`src/rtl/sfrx_pkg.sv`:
```
// ============================================================================
// sfrx_pkg
// Shared types and constants for the serial frame receiver with XOR check.
// ============================================================================
`default_nettype none

package sfrx_pkg;

    // Configuration register indexes.
    localparam int unsigned CFG_IDX_W = 2;
    localparam logic [CFG_IDX_W-1:0] CFG_HEADER_BYTE = 2'd0;
    localparam logic [CFG_IDX_W-1:0] CFG_END_BYTE    = 2'd1;
    localparam logic [CFG_IDX_W-1:0] CFG_MAX_LEN     = 2'd2;

    // Reset values of the configuration registers.
    localparam logic [7:0] HEADER_BYTE_RST = 8'd0;
    localparam logic [7:0] END_BYTE_RST    = 8'd0;
    localparam logic [7:0] MAX_LEN_RST     = 8'd255;

    // One received item.
    typedef struct packed {
        logic [7:0] rx_byte;
        logic       line_error;
    } sfrx_in_t;

    // One result item.
    typedef struct packed {
        logic [7:0] payload_byte;
        logic [7:0] payload_index;
        logic       payload_valid;
        logic       frame_done;
        logic       frame_ok;
        logic [7:0] seq_number;
        logic [7:0] command;
        logic [7:0] payload_length;
        logic       rx_busy;
    } sfrx_out_t;

    // Current configuration as seen by the parser.
    typedef struct packed {
        logic [7:0] header_byte;
        logic [7:0] end_byte;
        logic [7:0] max_payload_len;
    } sfrx_cfg_t;

endpackage

`default_nettype wire

```
`src/rtl/sfrx_cfg_regs.sv`:
```
// ============================================================================
// sfrx_cfg_regs
// Configuration register file for the frame receiver.
// ============================================================================
`default_nettype none

module sfrx_cfg_regs (
    input  wire logic                               clk,
    input  wire logic                               rst_n,
    input  wire logic                               cfg_valid,
    input  wire logic [sfrx_pkg::CFG_IDX_W-1:0]     cfg_index,
    input  wire logic [7:0]                         cfg_data,
    output sfrx_pkg::sfrx_cfg_t                     cfg
);

    sfrx_pkg::sfrx_cfg_t cfg_reg;

    always_ff @(posedge clk or negedge rst_n)
    begin
        if (!rst_n)
        begin
            cfg_reg.header_byte     <= sfrx_pkg::HEADER_BYTE_RST;
            cfg_reg.end_byte        <= sfrx_pkg::END_BYTE_RST;
            cfg_reg.max_payload_len <= sfrx_pkg::MAX_LEN_RST;
        end
        else if (cfg_valid)
        begin
            unique case (cfg_index)
                sfrx_pkg::CFG_HEADER_BYTE: cfg_reg.header_byte     <= cfg_data;
                sfrx_pkg::CFG_END_BYTE:    cfg_reg.end_byte        <= cfg_data;
                sfrx_pkg::CFG_MAX_LEN:     cfg_reg.max_payload_len <= cfg_data;
                default:                   ;
            endcase
        end
    end

    assign cfg = cfg_reg;

endmodule

`default_nettype wire

```
`src/rtl/sfrx_parser.sv`:
```
// ============================================================================
// sfrx_parser
// Frame parser state and the combinational step that forms one result item.
// ============================================================================
`default_nettype none

module sfrx_parser (
    input  wire logic                clk,
    input  wire logic                rst_n,
    input  wire logic                step_en,
    input  wire sfrx_pkg::sfrx_in_t  item,
    input  wire sfrx_pkg::sfrx_cfg_t cfg,
    output sfrx_pkg::sfrx_out_t      result
);

    localparam logic [2:0] PH_HUNT    = 3'd0;
    localparam logic [2:0] PH_SEQ     = 3'd1;
    localparam logic [2:0] PH_CMD     = 3'd2;
    localparam logic [2:0] PH_LEN     = 3'd3;
    localparam logic [2:0] PH_PAYLOAD = 3'd4;
    localparam logic [2:0] PH_CHECK   = 3'd5;
    localparam logic [2:0] PH_END     = 3'd6;

    logic [2:0] phase_reg,  phase_next;
    logic [7:0] count_reg,  count_next;
    logic [7:0] len_reg,    len_next;
    logic [7:0] xor_reg,    xor_next;
    logic [7:0] seq_reg,    seq_next;
    logic [7:0] cmd_reg,    cmd_next;
    logic [7:0] check_reg,  check_next;
    logic       busy_reg,   busy_next;
    logic [7:0] count_inc;
    logic [7:0] b;

    assign b         = item.rx_byte;
    assign count_inc = count_reg + 8'd1;

    always_comb
    begin
        phase_next = phase_reg;
        count_next = count_reg;
        len_next   = len_reg;
        xor_next   = xor_reg;
        seq_next   = seq_reg;
        cmd_next   = cmd_reg;
        check_next = check_reg;
        busy_next  = busy_reg;

        result = '0;

        if (!item.line_error)
        begin
            busy_next = 1'b1;
            unique case (phase_reg)
                PH_HUNT:
                begin
                    if (b == cfg.header_byte)
                    begin
                        xor_next   = 8'd0;
                        count_next = 8'd0;
                        phase_next = PH_SEQ;
                    end
                end
                PH_SEQ:
                begin
                    seq_next   = b;
                    xor_next   = xor_reg ^ b;
                    phase_next = PH_CMD;
                end
                PH_CMD:
                begin
                    cmd_next   = b;
                    xor_next   = xor_reg ^ b;
                    phase_next = PH_LEN;
                end
                PH_LEN:
                begin
                    len_next   = b;
                    xor_next   = xor_reg ^ b;
                    count_next = 8'd0;
                    if (b == 8'd0)
                        phase_next = PH_CHECK;
                    else if (b <= cfg.max_payload_len)
                        phase_next = PH_PAYLOAD;
                    else
                        phase_next = PH_HUNT;
                end
                PH_PAYLOAD:
                begin
                    xor_next             = xor_reg ^ b;
                    result.payload_byte  = b;
                    result.payload_index = count_reg;
                    result.payload_valid = 1'b1;
                    if (count_inc >= len_reg)
                    begin
                        count_next = 8'd0;
                        phase_next = PH_CHECK;
                    end
                    else
                    begin
                        count_next = count_inc;
                    end
                end
                PH_CHECK:
                begin
                    check_next = b;
                    phase_next = PH_END;
                end
                PH_END:
                begin
                    if (b == cfg.end_byte)
                    begin
                        result.frame_done = 1'b1;
                        result.frame_ok   = (~xor_reg == check_reg);
                        busy_next         = 1'b0;
                    end
                    phase_next = PH_HUNT;
                end
                default:
                begin
                    phase_next = PH_HUNT;
                end
            endcase
        end

        result.seq_number     = seq_next;
        result.command        = cmd_next;
        result.payload_length = len_next;
        result.rx_busy        = busy_next;
    end

    always_ff @(posedge clk or negedge rst_n)
    begin
        if (!rst_n)
        begin
            phase_reg <= PH_HUNT;
            count_reg <= 8'd0;
            len_reg   <= 8'd0;
            xor_reg   <= 8'd0;
            seq_reg   <= 8'd0;
            cmd_reg   <= 8'd0;
            check_reg <= 8'd0;
            busy_reg  <= 1'b0;
        end
        else if (step_en)
        begin
            phase_reg <= phase_next;
            count_reg <= count_next;
            len_reg   <= len_next;
            xor_reg   <= xor_next;
            seq_reg   <= seq_next;
            cmd_reg   <= cmd_next;
            check_reg <= check_next;
            busy_reg  <= busy_next;
        end
    end

endmodule

`default_nettype wire

```
`src/rtl/serial_frame_receiver_xor_check.sv`:
```
// ============================================================================
// serial_frame_receiver_xor_check
// Length-prefixed frame deframer with a running inverted-XOR check byte.
// ============================================================================
// Each input item is one received byte with a line-error flag, and each
// accepted item yields exactly one result item. The block sustains one item
// per clock cycle while the downstream side does not stall: the item is
// captured in an input register, the parser updates its state as the item
// moves into the result register, and the result waits there until the
// downstream side takes it. That parser update as the item moves on sets the
// rate. A frame is a header byte, sequence, command, length, the payload
// bytes, a check byte and an end byte; payload bytes come out one per result
// with their index, and the result that sees a matching end byte carries
// frame_done, with frame_ok set when the inverted XOR of sequence, command,
// length and payload equals the check byte. Bytes with line_error set are
// dropped without touching the parser state. Configuration writes are always
// taken (cfg_ready is tied high) and must only be issued while the block is
// idle; writes to an index beyond the register list are ignored.
// ============================================================================
`default_nettype none

module serial_frame_receiver_xor_check (
    input  wire logic                               clk,
    input  wire logic                               rst_n,

    // Received byte channel.
    input  wire logic                               rx_valid,
    output logic                                    rx_stall,
    input  wire sfrx_pkg::sfrx_in_t                 rx_item,

    // Result channel.
    output logic                                    res_valid,
    input  wire logic                               res_stall,
    output sfrx_pkg::sfrx_out_t                     res_item,

    // Configuration write channel.
    input  wire logic                               cfg_valid,
    output logic                                    cfg_ready,
    input  wire logic [sfrx_pkg::CFG_IDX_W-1:0]     cfg_index,
    input  wire logic [7:0]                         cfg_data
);

    sfrx_pkg::sfrx_cfg_t cfg;
    sfrx_pkg::sfrx_in_t  in_reg;
    sfrx_pkg::sfrx_out_t out_reg;
    sfrx_pkg::sfrx_out_t step_result;
    logic                in_valid_reg;
    logic                out_valid_reg;
    logic                advance;
    logic                rx_take;

    assign cfg_ready = 1'b1;

    sfrx_cfg_regs u_cfg (
        .clk       (clk),
        .rst_n     (rst_n),
        .cfg_valid (cfg_valid),
        .cfg_index (cfg_index),
        .cfg_data  (cfg_data),
        .cfg       (cfg)
    );

    // The held item moves on whenever the result register is empty or its
    // item is being taken this cycle.
    assign advance  = in_valid_reg && (!out_valid_reg || !res_stall);

    // The input register can take a new item when it is empty or its item
    // moves on in this same cycle.
    assign rx_stall = in_valid_reg && !advance;
    assign rx_take  = rx_valid && !rx_stall;

    always_ff @(posedge clk or negedge rst_n)
    begin
        if (!rst_n)
            in_valid_reg <= 1'b0;
        else if (rx_take)
            in_valid_reg <= 1'b1;
        else if (advance)
            in_valid_reg <= 1'b0;
    end

    always_ff @(posedge clk)
    begin
        if (rx_take)
            in_reg <= rx_item;
    end

    // The parser state steps exactly once for each item that moves on.
    sfrx_parser u_parser (
        .clk     (clk),
        .rst_n   (rst_n),
        .step_en (advance),
        .item    (in_reg),
        .cfg     (cfg),
        .result  (step_result)
    );

    always_ff @(posedge clk or negedge rst_n)
    begin
        if (!rst_n)
            out_valid_reg <= 1'b0;
        else if (advance)
            out_valid_reg <= 1'b1;
        else if (!res_stall)
            out_valid_reg <= 1'b0;
    end

    always_ff @(posedge clk)
    begin
        if (advance)
            out_reg <= step_result;
    end

    assign res_valid = out_valid_reg;
    assign res_item  = out_reg;

endmodule

`default_nettype wire

```
`config.mk`:
```
export PLATFORM = sky130hd
export DESIGN_NAME = serial_frame_receiver_xor_check
export DESIGN_NICKNAME = d
export VERILOG_FILES = /design/src/rtl/sfrx_pkg.sv /design/src/rtl/sfrx_cfg_regs.sv /design/src/rtl/sfrx_parser.sv /design/src/rtl/serial_frame_receiver_xor_check.sv
export SDC_FILE = /design/constraint.sdc
export NUM_CORES = 1
export LEC_CHECK = 0
export BUFFER_PORTS_ARGS = -buffer_cell sky130_fd_sc_hd__buf_2
export CORE_ASPECT_RATIO = 0.7
export CORE_MARGIN = 2
export CORE_UTILIZATION = 40
export DETAILED_ROUTE_END_ITERATION = 10
export PLACE_DENSITY = 0.68
export SYNTH_ARGS = -nofsm -noshare
export SYNTH_HDL_FRONTEND = slang
export SYNTH_HIERARCHICAL = 1
export SYNTH_SLANG_ARGS = --single-unit
```
`constraint.sdc`:
```
create_clock -name clk -period 6.9 [get_ports clk]
set_clock_uncertainty 0.2 [all_clocks]
set_input_delay 1.38 -clock clk [delete_from_list [all_inputs] [get_ports clk]]
set_output_delay 1.38 -clock clk [all_outputs]
set_load 0.03 [all_outputs]
```
Yosys cells after proc, flatten, opt, wreduce, memory -nomap -nowiden
Cells that the tools add are included.

Bits in registers: 131. Bits of input ports: 24. Output and inout port bits: 47. Word-level logic and storage cells: 96.

Add/sub/neg operators: 1. Order comparisons: 2. Equality and inequality tests: 14. Mux-type cells: 24. Bitwise gates (word level): 6. Reduce and logical (&&, ||, !) cells: 25.

Operators by type and width (count): 8-bit 2-to-1 mux (8); 8-bit equality test (3); 8-bit one-hot mux with 3 select lines (1); 3-bit one-hot mux with 6 select lines (1); 8-bit one-hot mux with 2 select lines (1); 3-bit 2-to-1 mux (4); 4-bit AND reduction (3); 3-bit equality test (second input constant) (3); 8-bit by 1-bit adder with 8-bit output (second input constant) (1); 8-bit >= comparator (1); 8-bit less-or-equal comparator (1); 8-bit zero test (1); 1-bit 2-to-1 mux (8); 8-bit inverter (1); 8-bit XOR (1); 3-bit by 2-bit equality test with 1-bit output (second input constant) (2); 2-bit by 1-bit inequality test with 1-bit output (second input constant) (3); 2-bit AND reduction (3); 1-bit zero test (4); 1-bit inverter (4); 2-bit nonzero test (2); 2-bit OR reduction (2); 4-bit OR reduction (1); 3-bit by 1-bit equality test with 1-bit output (second input constant) (1); other kinds (10) (12).

Logic depth before layout (Yosys ltp)
Gate-level depths: netlist (run 1).

Word-level depth: 8. Depth in mapped cells: 11. Depth with buffers taken out: 11.

Modules after synthesis
The synthesis (run 1) kept the hierarchy.

By module, submodules not included: sfrx_parser (times used 1, cells an instance 355, area each 3478.3 sq um, sequential area each 1301.2 sq um); serial_frame_receiver_xor_check (times used 1, cells an instance 63, area each 1695.4 sq um, sequential area each 1641.6 sq um); sfrx_cfg_regs (times used 1, cells an instance 51, area each 922.1 sq um, sequential area each 610.6 sq um).

Worst setup path after synthesis (run 1)
Ideal clock, no wire load.

Path type: input -> register. From: input res_stall. To: register u_parser.phase_reg[0]. Setup time: 122 ps. Arrival: 5780 ps. Required time: 6578 ps. Slack: 799 ps. Cell stages on the path: 7. Buffers on the path: 2. Cell sequence: a21boi_0 -> clkbuf_1 -> nor2b_1 -> and2_1 -> buf_4 -> o311ai_0 -> a32o_1.

Longest elaborated chain between the ends: 4.

RTL lines: start: declaration (RTL line serial_frame_receiver_xor_check.sv:33) `input wire logic res_stall,`; 1-bit zero test; 1-bit logical OR (RTL line serial_frame_receiver_xor_check.sv:65) `assign advance = in_valid_reg && (!out_valid_reg || !res_stall);`; 1-bit logical AND (RTL line serial_frame_receiver_xor_check.sv:65); 4-bit AND reduction (no line); end signal: assignment (RTL line sfrx_parser.sv:147) `phase_reg <= phase_next;`; end: declaration (RTL line sfrx_parser.sv:24) `logic [2:0] phase_reg, phase_next;`.

Every way passes these cells. A chain may end at the register's enable or synchronous reset.

Final worst setup path (run 1)
From: input res_stall. To: output rx_stall.

Longest elaborated chain between the ends: 5.

RTL lines: 1-bit zero test; 1-bit logical OR (RTL line serial_frame_receiver_xor_check.sv:65); 1-bit logical AND (RTL line serial_frame_receiver_xor_check.sv:65); 1-bit zero test (RTL line serial_frame_receiver_xor_check.sv:69) `assign rx_stall = in_valid_reg && !advance;`; 1-bit logical AND (RTL line serial_frame_receiver_xor_check.sv:69); end: declaration (RTL line serial_frame_receiver_xor_check.sv:28) `output logic rx_stall,`.

Every way passes these cells.

==> flow_summary.json, run 1 <==
{
  "largest_reg_flops": 44,
  "antenna_left": 0,
  "crit_path_end_kind": "primary output",
  "htreeDepth": 4,
  "antenna_found_initial": 0,
  "rrSetupSlack_ps": 4010,
  "layout_commonest_cell": "dfrtp_1",
  "clockBufferDepth": 2,
  "synth_xor_area_share_pct": 4.310,
  "synth_compound_area_share_pct": 6.281,
  "seqPwrFrac_pct": 42.1,
  "worst_slew_pin_slew_ps": 1019,
  "syn_area_um2": 6096,
  "clk_pin_slew_worst_paths_ps": 60,
  "synthMuxAreaShare_pct": 12.01,
  "cts_sinks": 131,
  "dp.final_hpwl_um": 8339,
  "setup_violations": 0,
  "layout_min_cycle_time_ps": 3444,
  "io_pins": 71,
  "clkPwrFrac_pct": 31.6,
  "yosys.area_share.simple_pct": 10.88,
  "fp.dieH_um": 107.3,
  "grt_pass1_vias": 3896,
  "grt_overflow": 0,
  "slew_headroom_pct": 32.09,
  "crit_arrival_ps": 1860,
  "core_area_um2": 14810,
  "hold_end": "u_parser/seq_reg[3]",
  "max_freq_mhz": 290.4,
  "ys_warn_count": 6,
  "synthFlopType": "dfrtp_1",
  "cts_root_buffer": "clkbuf_16",
  "initial_core_util_pct": 41.15,
  "r2r_start": "u_parser/count_reg[0]",
  "leakage_nw": 3.003,
  "synth_top_family_by_area": "multiplexers",
  "hold_buffers": 0,
  "maxCapViolations": 0,
  "fin_setup_tns_ps": 0,
  "r2r_cells": 9,
  "die_x_um": 151.6,
  "synthAdderAreaFrac_pct": 4.803,
  "numCtsBuffers": 17,
  "cts_setup_buffers": 0,
  "diodes": 0,
  "syn_to_final_growth_pct": 17.78,
  "cell_internal_pwr_mw": 1.942,
  "grt_pass1_wl_um": 20270,
  "synthesis.nets": 510,
  "yosysTopAreaCellShare_pct": 28.74,
  "peakVddDrop_uv": 264.4,
  "final-max-slew-violation-count": 0,
  "ctsResizeCount": 0,
  "track_usage_pct": 16.64,
  "routed_wl_um": 12680,
  "cp_max_fo": 3,
  "power_switching_mw": 0.8868,
  "rsz0062_at_grt": "no",
  "p_per_area_nw_per_um2": 394.0,
  "synth_seq_cells": 131,
  "synthArstFlopShare_pct": 59.54,
  "insertion_delay_ps": 410,
  "hold_viol": 0,
  "hp-class": "flip-flop to flip-flop",
  "holdPathStages": 1,
  "seq_area_um2": 3553,
  "portBuffers": 69,
  "crit_start": "res_stall",
  "p_comb_share_pct": 26.3,
  "grt_max_degree": 79,
  "globalplace.congestion": 0.8170,
  "drcViolationCount": 0,
  "min_from": "u_parser/seq_reg[3]",
  "netlist_instances": 469,
  "critPathLaunchType": "primary input",
  "drive_above_1_share_pct": 33.64,
  "yosysTopAreaCell": "dfrtp_1",
  "vias": 3844,
  "status": "finished, final reports clean",
  "viasPerCell": 5.160,
  "wire_per_inst_um": 17.02,
  "fin_crit_sh_pct": 49.91,
  "synth.area.top_cells": "dfrtp_1 (29%), edfxtp_1 (26%), mux2_2 (12%)",
  "cp.required_ps": 5320,
  "cts_tree": "built",
  "path_class": "primary input to primary output",
  "synth_edf_count": 53,
  "layout.nets": 578,
  "fillers": 1317,
  "multi_input_area_um2": 2349,
  "die_area_um2": 16260,
  "worstReg2RegEnd": "u_parser/count_reg[2]",
  "drt_first_pass_iters": 4,
  "p_sw_share_pct": 31.35,
  "avgSynthCellArea_um2": 13.00,
  "final_cell_mix": "dfrtp_1 (70), buf_2 (69), mux2_2 (65)",
  "synth_seq_area_share_pct": 58.29,
  "num_rows": 37,
  "synth_cell_types": 51,
  "drtIter0Drc": 224,
  "total_power_mw": 2.829
}
## worst max-delay path by stage
stage                     slack, ps  cells past startpoint                    end
final                          3460                      4               rx_stall
after global routing           3410                      5  u_parser/check_reg[5]
after CTS                      3450                      4               rx_stall
after detailed placement       3160                      5  u_parser/check_reg[4]
after global placement         3310                      5  u_parser/check_reg[7]
after floorplan                 800                      7  u_parser/phase_reg[0]
## kinds of logic after synthesis
kind of cell    count (synthesis)
buf+inv                        43
other cells                     1
mux                            65
xor+xnor                       30
fa+ha+maj                      25
simple gates                  116
compound gates                 58
flops                         131
## through the flow
stage               utilization (%)  instance area (µm²)  std cells  hold WS, ps  setup slack (ps)
floorplan                         -                 6096        469        266.7             799.0
detailed placement            44.48                 6589        713        292.0              3156
finish                        48.46                 7179        745        303.4              3456
global placement              44.48                 6589        713        285.6              3308
CTS                           48.46                 7179        745        305.0              3453
global route                  48.46                 7179        745        321.8              3410
## cell type report
cell class,count,share of cell area (%)
clock inverter,14,2.248
timing repair buffer,72,5.124
tap,195,3.398
multi-input combinational,295,32.71
inverter,20,1.046
clock buffer,18,5.978
sequential,131,49.49
## power groups by stage
stage | sequential, mW | clock, mW | combinational (mW)
global route | 1.22 | 0.944 | 0.812
finish | 1.19 | 0.895 | 0.743
global placement | 1.19 | 0 | 0.703
floorplan | 1.23 | 0 | 0.527
detailed placement | 1.20 | 0 | 0.734
CTS | 1.19 | 0.909 | 0.743
## worst max-delay path: stages
cell	delay [ps]
buf_2	130
nand3_2	100
inv_1	70
buf_2	190
## synth_stat cells, types with 2 or more instances
library cell and count:
mux2_2 65, nand3b_2 2, clkbuf_1 5, xor2_1 3, o22a_1 7, nand2b_1 4, and3_1 9, buf_2 11
nor4_1 5, o21ai_0 26, nor3b_4 2, ha_1 17, edfxtp_1 53, o21ai_1 2, buf_4 4, buf_6 2
nor3_1 2, nand2_1 39, dfstp_2 8, nand4_1 9, nand3_1 5, o211ai_1 2, nand3_2 2, dfrtp_1 70
inv_1 20, nor2b_1 5, nor2_1 9, xnor2_1 27, a21oi_1 8, maj3_1 8, and2_1 18
## metal layers
layer	up-vias	GRT usage, %	share of wire (%)
met5	-	0	0
met4	0	5.423	1.0
met3	13	3.729	6.6
met2	112	25.02	44
met1	1906	23.98	48
li1	1813	-	-
Note: power is estimated with default switching activity, not from simulation.
==> run 2: changes to the inputs <==
Settings changed: ABC_AREA set to 1, PLACE_DENSITY 0.68 to 0.7.
Clock period 6.9 ns to 2.8 ns, I/O delays scaled along.
==> run 2 against run 1 <==
Combinational power increased by 120%. Synthesized cell count increased by 38%. Critical endpoint is now u_parser/count_reg[2]. Critical path depth increased by 9. Via count increased by 19%. Global-route usage increased by 0.97 points. Routed wire length increased by 9.5%.
==> flow_summary.json, run 2 <==
{
  "die_x_um": 153.5,
  "cts_setup_buffers": 0,
  "cp.required_ps": 2930,
  "status": "finished, final reports clean",
  "p_sw_share_pct": 33.38,
  "wire_per_inst_um": 14.82,
  "slowest_stage": "dfrtp_2",
  "place_ws_ps": 135.7,
  "setup_violations": 0,
  "dp.final_hpwl_um": 9571,
  "grt_pass1_vias": 4436,
  "routed_wl_um": 13880,
  "synth_top_family_by_area": "simple AND/OR/NAND/NOR gates",
  "vias": 4582,
  "cts_root_buffer": "clkbuf_16",
  "fin_ws_ps": 196.0,
  "htreeDepth": 4,
  "yosysTopAreaCell": "dfrtp_1",
  "p_per_area_nw_per_um2": 878.9,
  "hold_viol": 0,
  "numCtsBuffers": 17,
  "r2r_cells": 13,
  "r2r_start": "u_parser/count_reg[0]",
  "crit_path_end_kind": "flip-flop",
  "layout.nets": 765,
  "portBuffers": 69,
  "grt_max_degree": 67,
  "core_area_um2": 15400,
  "peakVddDrop_uv": 418.3,
  "critPathLaunchType": "flip-flop",
  "insertion_delay_ps": 420,
  "synthesis.nets": 689,
  "min_from": "rx_item[2]",
  "total_power_mw": 6.513,
  "die_area_um2": 16680,
  "worstReg2RegEnd": "u_parser/count_reg[2]",
  "max_stage_delay_ps": 450,
  "fin_crit_sh_pct": 93.00,
  "netlist_instances": 648,
  "avgSynthCellArea_um2": 9.660,
  "rsz0062_at_grt": "no",
  "hp-class": "primary input to flip-flop",
  "worstPathBufferInverterCount": 2,
  "final_core_util_pct": 48.10,
  "yosysMostFrequentCell": "nand2_1",
  "synthMuxAreaShare_pct": 3.058,
  "holdPathStages": 1,
  "layout_commonest_cell": "nand2_1",
  "slew_headroom_pct": 60.48,
  "leakage_nw": 3.453,
  "drcViolationCount": 0,
  "power_switching_mw": 2.174,
  "max_freq_mhz": 384.0,
  "clk_pin_slew_worst_paths_ps": 60,
  "layout_min_cycle_time_ps": 2604,
  "seqPwrFrac_pct": 41.2,
  "worstPathCellList": "ha_1 -> nand2_1 -> inv_1 -> nand4_1 -> xor2_1 -> inv_1 -> ha_1 -> nand2_1 -> a21oi_1 -> nor2_1 -> nand3_2 -> nand3b_1 -> o21ai_1",
  "rrSetupSlack_ps": 200,
  "cp_max_fo": 8,
  "synth_seq_cells": 131,
  "placed_area_um2": 6810,
  "synth_xor_area_share_pct": 2.798,
  "synth_edf_count": 53,
  "drive_above_1_share_pct": 22.93,
  "drt_first_pass_iters": 5,
  "yosysTopAreaCellShare_pct": 27.98,
  "fp.dieH_um": 108.7,
  "p_comb_share_pct": 25.4,
  "synthTopCellsByCount": "nand2_1 (186), dfrtp_1 (70), edfxtp_1 (53)",
  "grt_overflow": 0,
  "io_pins": 71,
  "clkPwrFrac_pct": 33.4,
  "maxCapViolations": 0,
  "synthFlopType": "dfrtp_1",
  "track_usage_pct": 17.61,
  "synth.area.top_cells": "dfrtp_1 (28%), edfxtp_1 (25%), nand2_1 (11%)",
  "hold_end": "in_reg[2]",
  "yosys.area_share.simple_pct": 22.45,
  "synthArstFlopShare_pct": 59.54,
  "cts_sinks": 131,
  "synth_seq_area_share_pct": 56.77,
  "grt_pass1_wl_um": 22510,
  "fin_setup_tns_ps": 0,
  "antenna_left": 0,
  "diodes": 0,
  "ys_warn_count": 6,
  "drtIter0Drc": 449,
  "cts_tree": "built",
  "num_rows": 38,
  "path_class": "flip-flop to flip-flop",
  "viasPerCell": 4.890,
  "crit_family": "simple AND/OR/NAND/NOR gates",
  "cell_internal_pwr_mw": 4.339,
  "initial_core_util_pct": 40.64,
  "synth_compound_area_share_pct": 5.697,
  "clockBufferDepth": 2,
  "largest_reg_flops": 44,
  "final_cell_mix": "nand2_1 (186), dfrtp_1 (69), buf_2 (68)",
  "antenna_found_initial": 0,
  "synth_cell_types": 40,
  "worst_slew_pin_slew_ps": 592.8,
  "globalplace.congestion": 0.8350,
  "final_area_um2": 7410,
  "final-max-slew-violation-count": 0,
  "syn_to_final_growth_pct": 18.37,
  "syn_area_um2": 6260,
  "crit_arrival_ps": 2730,
  "synthAdderAreaFrac_pct": 3.398
}
==> run 2: cell count changes after synthesis, sizes merged, moves of 8 or more <==
cell	before	now
and2	18	0
o21ai	28	49
inv	20	62
maj3	8	0
nand2	39	188
nand4	9	21
and3	9	0
nand3	7	29
mux2	65	17
xnor2	27	12
nor2	9	53
==> run 2: final cells by class <==
type | instances | area [µm²]
tap | 200 | 250.2
timing repair buffer | 76 | 427.9
sequential | 131 | 3555
clock buffer | 17 | 425.4
fill | 1467 | 7995
multi-input combinational | 436 | 2364
clock inverter | 15 | 155.1
inverter | 62 | 232.7
==> run 2: logic make-up after synthesis <==
logic type | count (synthesis)
AND/OR/NAND/NOR | 312
flip-flops | 131
buffers and inverters | 81
AO/OA/AOI/OAI | 69
XOR/XNOR | 20
adder cells (fa/ha/maj) | 17
multiplexers | 17
other | 1
==> run 2: what timing repair did <==
item	in CTS	in global routing
gates resized for setup	0	3
hold buffers	1	0
endpoints found under the setup margin	0	11
endpoints found under the hold margin	34	0
==> run 2: per-layer routing <==
layer	up-vias	share of wire (%)	GRT usage (%)
met4	0	1.2	5.832
met5	-	0	0
met3	14	7.0	4.690
met1	2132	51	26.16
li1	2295	-	-
met2	141	41	24.98
==> run 2: worst max path at each step <==
stage	slack, ps	from	endpoint	depth (start not counted)
after detailed placement	140	u_parser/count_reg[0]	u_parser/count_reg[1]	13
after floorplan	40	res_valid	u_parser/cmd_reg[7]	4
after CTS	110	u_parser/count_reg[0]	u_parser/count_reg[2]	13
final	200	u_parser/count_reg[0]	u_parser/count_reg[2]	13
after global routing	4	u_parser/count_reg[0]	u_parser/phase_reg[0]	14
after global placement	270	u_parser/count_reg[0]	u_parser/count_reg[1]	13
==> run 2: through the flow <==
stage / hold slack, ps / cells
CTS: 102.5 / 937
finish: 116.3 / 937
global placement: 253.3 / 904
floorplan: 64.41 / 648
detailed placement: 254.6 / 904
global route: 100.4 / 937
==> run 2: power groups by stage <==
stage | clock, mW | combinational (mW) | sequential, mW
after floorplan | 0 | 1.02 | 2.88
after global placement | 0 | 1.58 | 2.70
after detailed placement | 0 | 1.62 | 2.71
after CTS | 2.22 | 1.64 | 2.68
after global routing | 2.31 | 1.85 | 2.73
final | 2.18 | 1.65 | 2.68
==> run 3: changes to the inputs <==
Settings changed: CORE_MARGIN 2 to 8.
==> run 3 against run 2 <==
Sequential share of layout area shrank 0.20 points. Core utilization grew 0.20 points. Hold slack gained 2.1 ps. Combinational power is essentially flat. Largest power group unchanged.
==> flow_summary.json, run 3 (same netlist as run 2, synthesis figures left out) <==
{
  "clockBufferDepth": 2,
  "status": "finished, final reports clean",
  "die_x_um": 165.5,
  "syn_to_final_growth_pct": 18.87,
  "cts_root_buffer": "clkbuf_16",
  "drt_first_pass_iters": 5,
  "portBuffers": 69,
  "antenna_found_initial": 0,
  "whs_ps": 118.4,
  "drtIter0Drc": 375,
  "io_pins": 71,
  "grtUsageMet1_pct": 22.13,
  "slowest_stage": "dfrtp_2",
  "placedCellCount": 904,
  "cts_sinks": 131,
  "drcViolationCount": 0,
  "worstPathCellList": "ha_1 -> nand2_1 -> inv_1 -> nand4_1 -> xor2_1 -> inv_1 -> ha_1 -> nand2_1 -> a21oi_1 -> nor2_1 -> nand3_2 -> nand3b_1 -> o21ai_1",
  "routed_wl_um": 14290,
  "cts_tree": "built",
  "peakVddDrop_uv": 426.4,
  "grt_overflow": 0,
  "fin_ws_ps": 252.0,
  "met3_usage_pct": 3.531,
  "cp.required_ps": 2930,
  "maxCapViolations": 0,
  "insertion_delay_ps": 420,
  "worstPathBufferInverterCount": 2,
  "place_ws_ps": 252.3,
  "antenna_left": 0,
  "htreeDepth": 4,
  "dp.final_hpwl_um": 10050,
  "viasPerCell": 4.878,
  "slew_headroom_pct": 57.08,
  "layout_commonest_cell": "nand2_1",
  "final_cell_mix": "nand2_1 (186), dfrtp_1 (69), buf_2 (68)",
  "fin_setup_tns_ps": 0,
  "clk_pin_slew_worst_paths_ps": 60,
  "cts_setup_buffers": 0,
  "drive_above_1_share_pct": 23.07,
  "use_met2_pct": 19.66,
  "p_sw_share_pct": 33.84,
  "stdcell_count": 937,
  "largest_reg_flops": 44,
  "layout.nets": 765,
  "hp-class": "primary input to flip-flop",
  "grt_pass1_vias": 4421,
  "total_power_mw": 6.621,
  "p_comb_share_pct": 24.9,
  "globalplace.congestion": 0.8167,
  "seqPwrFrac_pct": 40.5,
  "track_usage_pct": 14.78,
  "crit_family": "simple AND/OR/NAND/NOR gates",
  "final-max-slew-violation-count": 0,
  "path_class": "flip-flop to flip-flop",
  "initial_core_util_pct": 40.64,
  "max_freq_mhz": 392.5,
  "num_rows": 38,
  "rsz0062_at_grt": "no",
  "fin_crit_sh_pct": 91.00,
  "grt_max_degree": 68,
  "leakage_nw": 3.471,
  "layout_min_cycle_time_ps": 2548,
  "critPathLaunchType": "flip-flop",
  "grt-busiest-layer": "met1",
  "p_per_area_nw_per_um2": 889.8,
  "setup_violations": 0,
  "cp_max_fo": 8,
  "numCtsBuffers": 17,
  "cell_internal_pwr_mw": 4.380,
  "crit_arrival_ps": 2670,
  "grt_pass1_wl_um": 23010,
  "worst_slew_pin_slew_ps": 641.4,
  "power_switching_mw": 2.241,
  "max_stage_delay_ps": 440,
  "crit_path_end_kind": "flip-flop",
  "diodes": 0,
  "fillers": 1451,
  "die_area_um2": 19970,
  "vias": 4571,
  "clkPwrFrac_pct": 34.6,
  "hold_viol": 0,
  "fp.dieH_um": 120.7,
  "wire_per_inst_um": 15.25,
  "core_area_um2": 15400
}
[run 3: final timing paths]
kind                                             from                     to  slack, ps  cells after the start
worst max-delay path            u_parser/count_reg[0]  u_parser/count_reg[2]        250                     13
worst min-delay path                       rx_item[1]              in_reg[1]        120                      1
worst max register to register  u_parser/count_reg[0]  u_parser/count_reg[2]        250                     13
worst min register to register           u_cfg/cfg[2]           u_cfg/cfg[2]        270                      2
max in group asynchronous                       rst_n  u_parser/count_reg[0]       1310                      3
min in group asynchronous                       rst_n          u_cfg/cfg[18]        480                      2
[run 3: through the flow]
stage               utilization [%]  cell area [µm²]
global route                  48.30             7441
finish                        48.30             7441
floorplan                         -             6272
CTS                           48.25             7432
global placement              44.21             6810
detailed placement            44.21             6810
[run 3: routing by layer]
layer / share of wire [%] / vias to the layer above / wire [µm]
li1: - / 2298 / -
met1: 50 / 2118 / 7142
met2: 41 / 142 / 5811
met3: 8.2 / 13 / 1179
met4: 1.1 / 0 / 157
met5: 0 / - / 0
[run 3: area by class of cell]
| type | count | area [µm²] | share of cell area (%) |
|---|---|---|---|
| Clock buffer | 17 | 425.4 | 5.717 |
| Clock inverter | 15 | 186.4 | 2.505 |
| Inverter | 62 | 232.7 | 3.128 |
| Multi-Input combinational cell | 436 | 2364 | 31.76 |
| Sequential cell | 131 | 3555 | 47.77 |
| Tap cell | 200 | 250.2 | 3.363 |
| Timing Repair Buffer | 76 | 427.9 | 5.751 |
[run 3: what timing repair did]
action,in CTS,in global routing
hold buffers,1,0
resized for setup,0,3
setup endpoints to repair,0,9
endpoints found under the hold margin,25,0
[run 3: power groups by stage]
| stage | Clock, mW | Sequential, mW | Combinational, mW |
|---|---|---|---|
| finish | 2.29 | 2.68 | 1.65 |
| global route | 2.41 | 2.73 | 1.85 |
| CTS | 2.34 | 2.68 | 1.64 |
| detailed placement | 0 | 2.71 | 1.63 |
| global placement | 0 | 2.70 | 1.59 |
| floorplan | 0 | 2.88 | 1.02 |
[run 3: worst reg2reg max path: cells and delay by family, from the launching register on]
| kind | cells | cell delay, ps |
|---|---|---|
| simple gates | 6 | 820 |
| compound gates | 2 | 180 |
| buf+inv | 2 | 130 |
| xor+xnor | 1 | 190 |
| fa+ha+maj | 2 | 500 |
| flops | 1 | 440 |
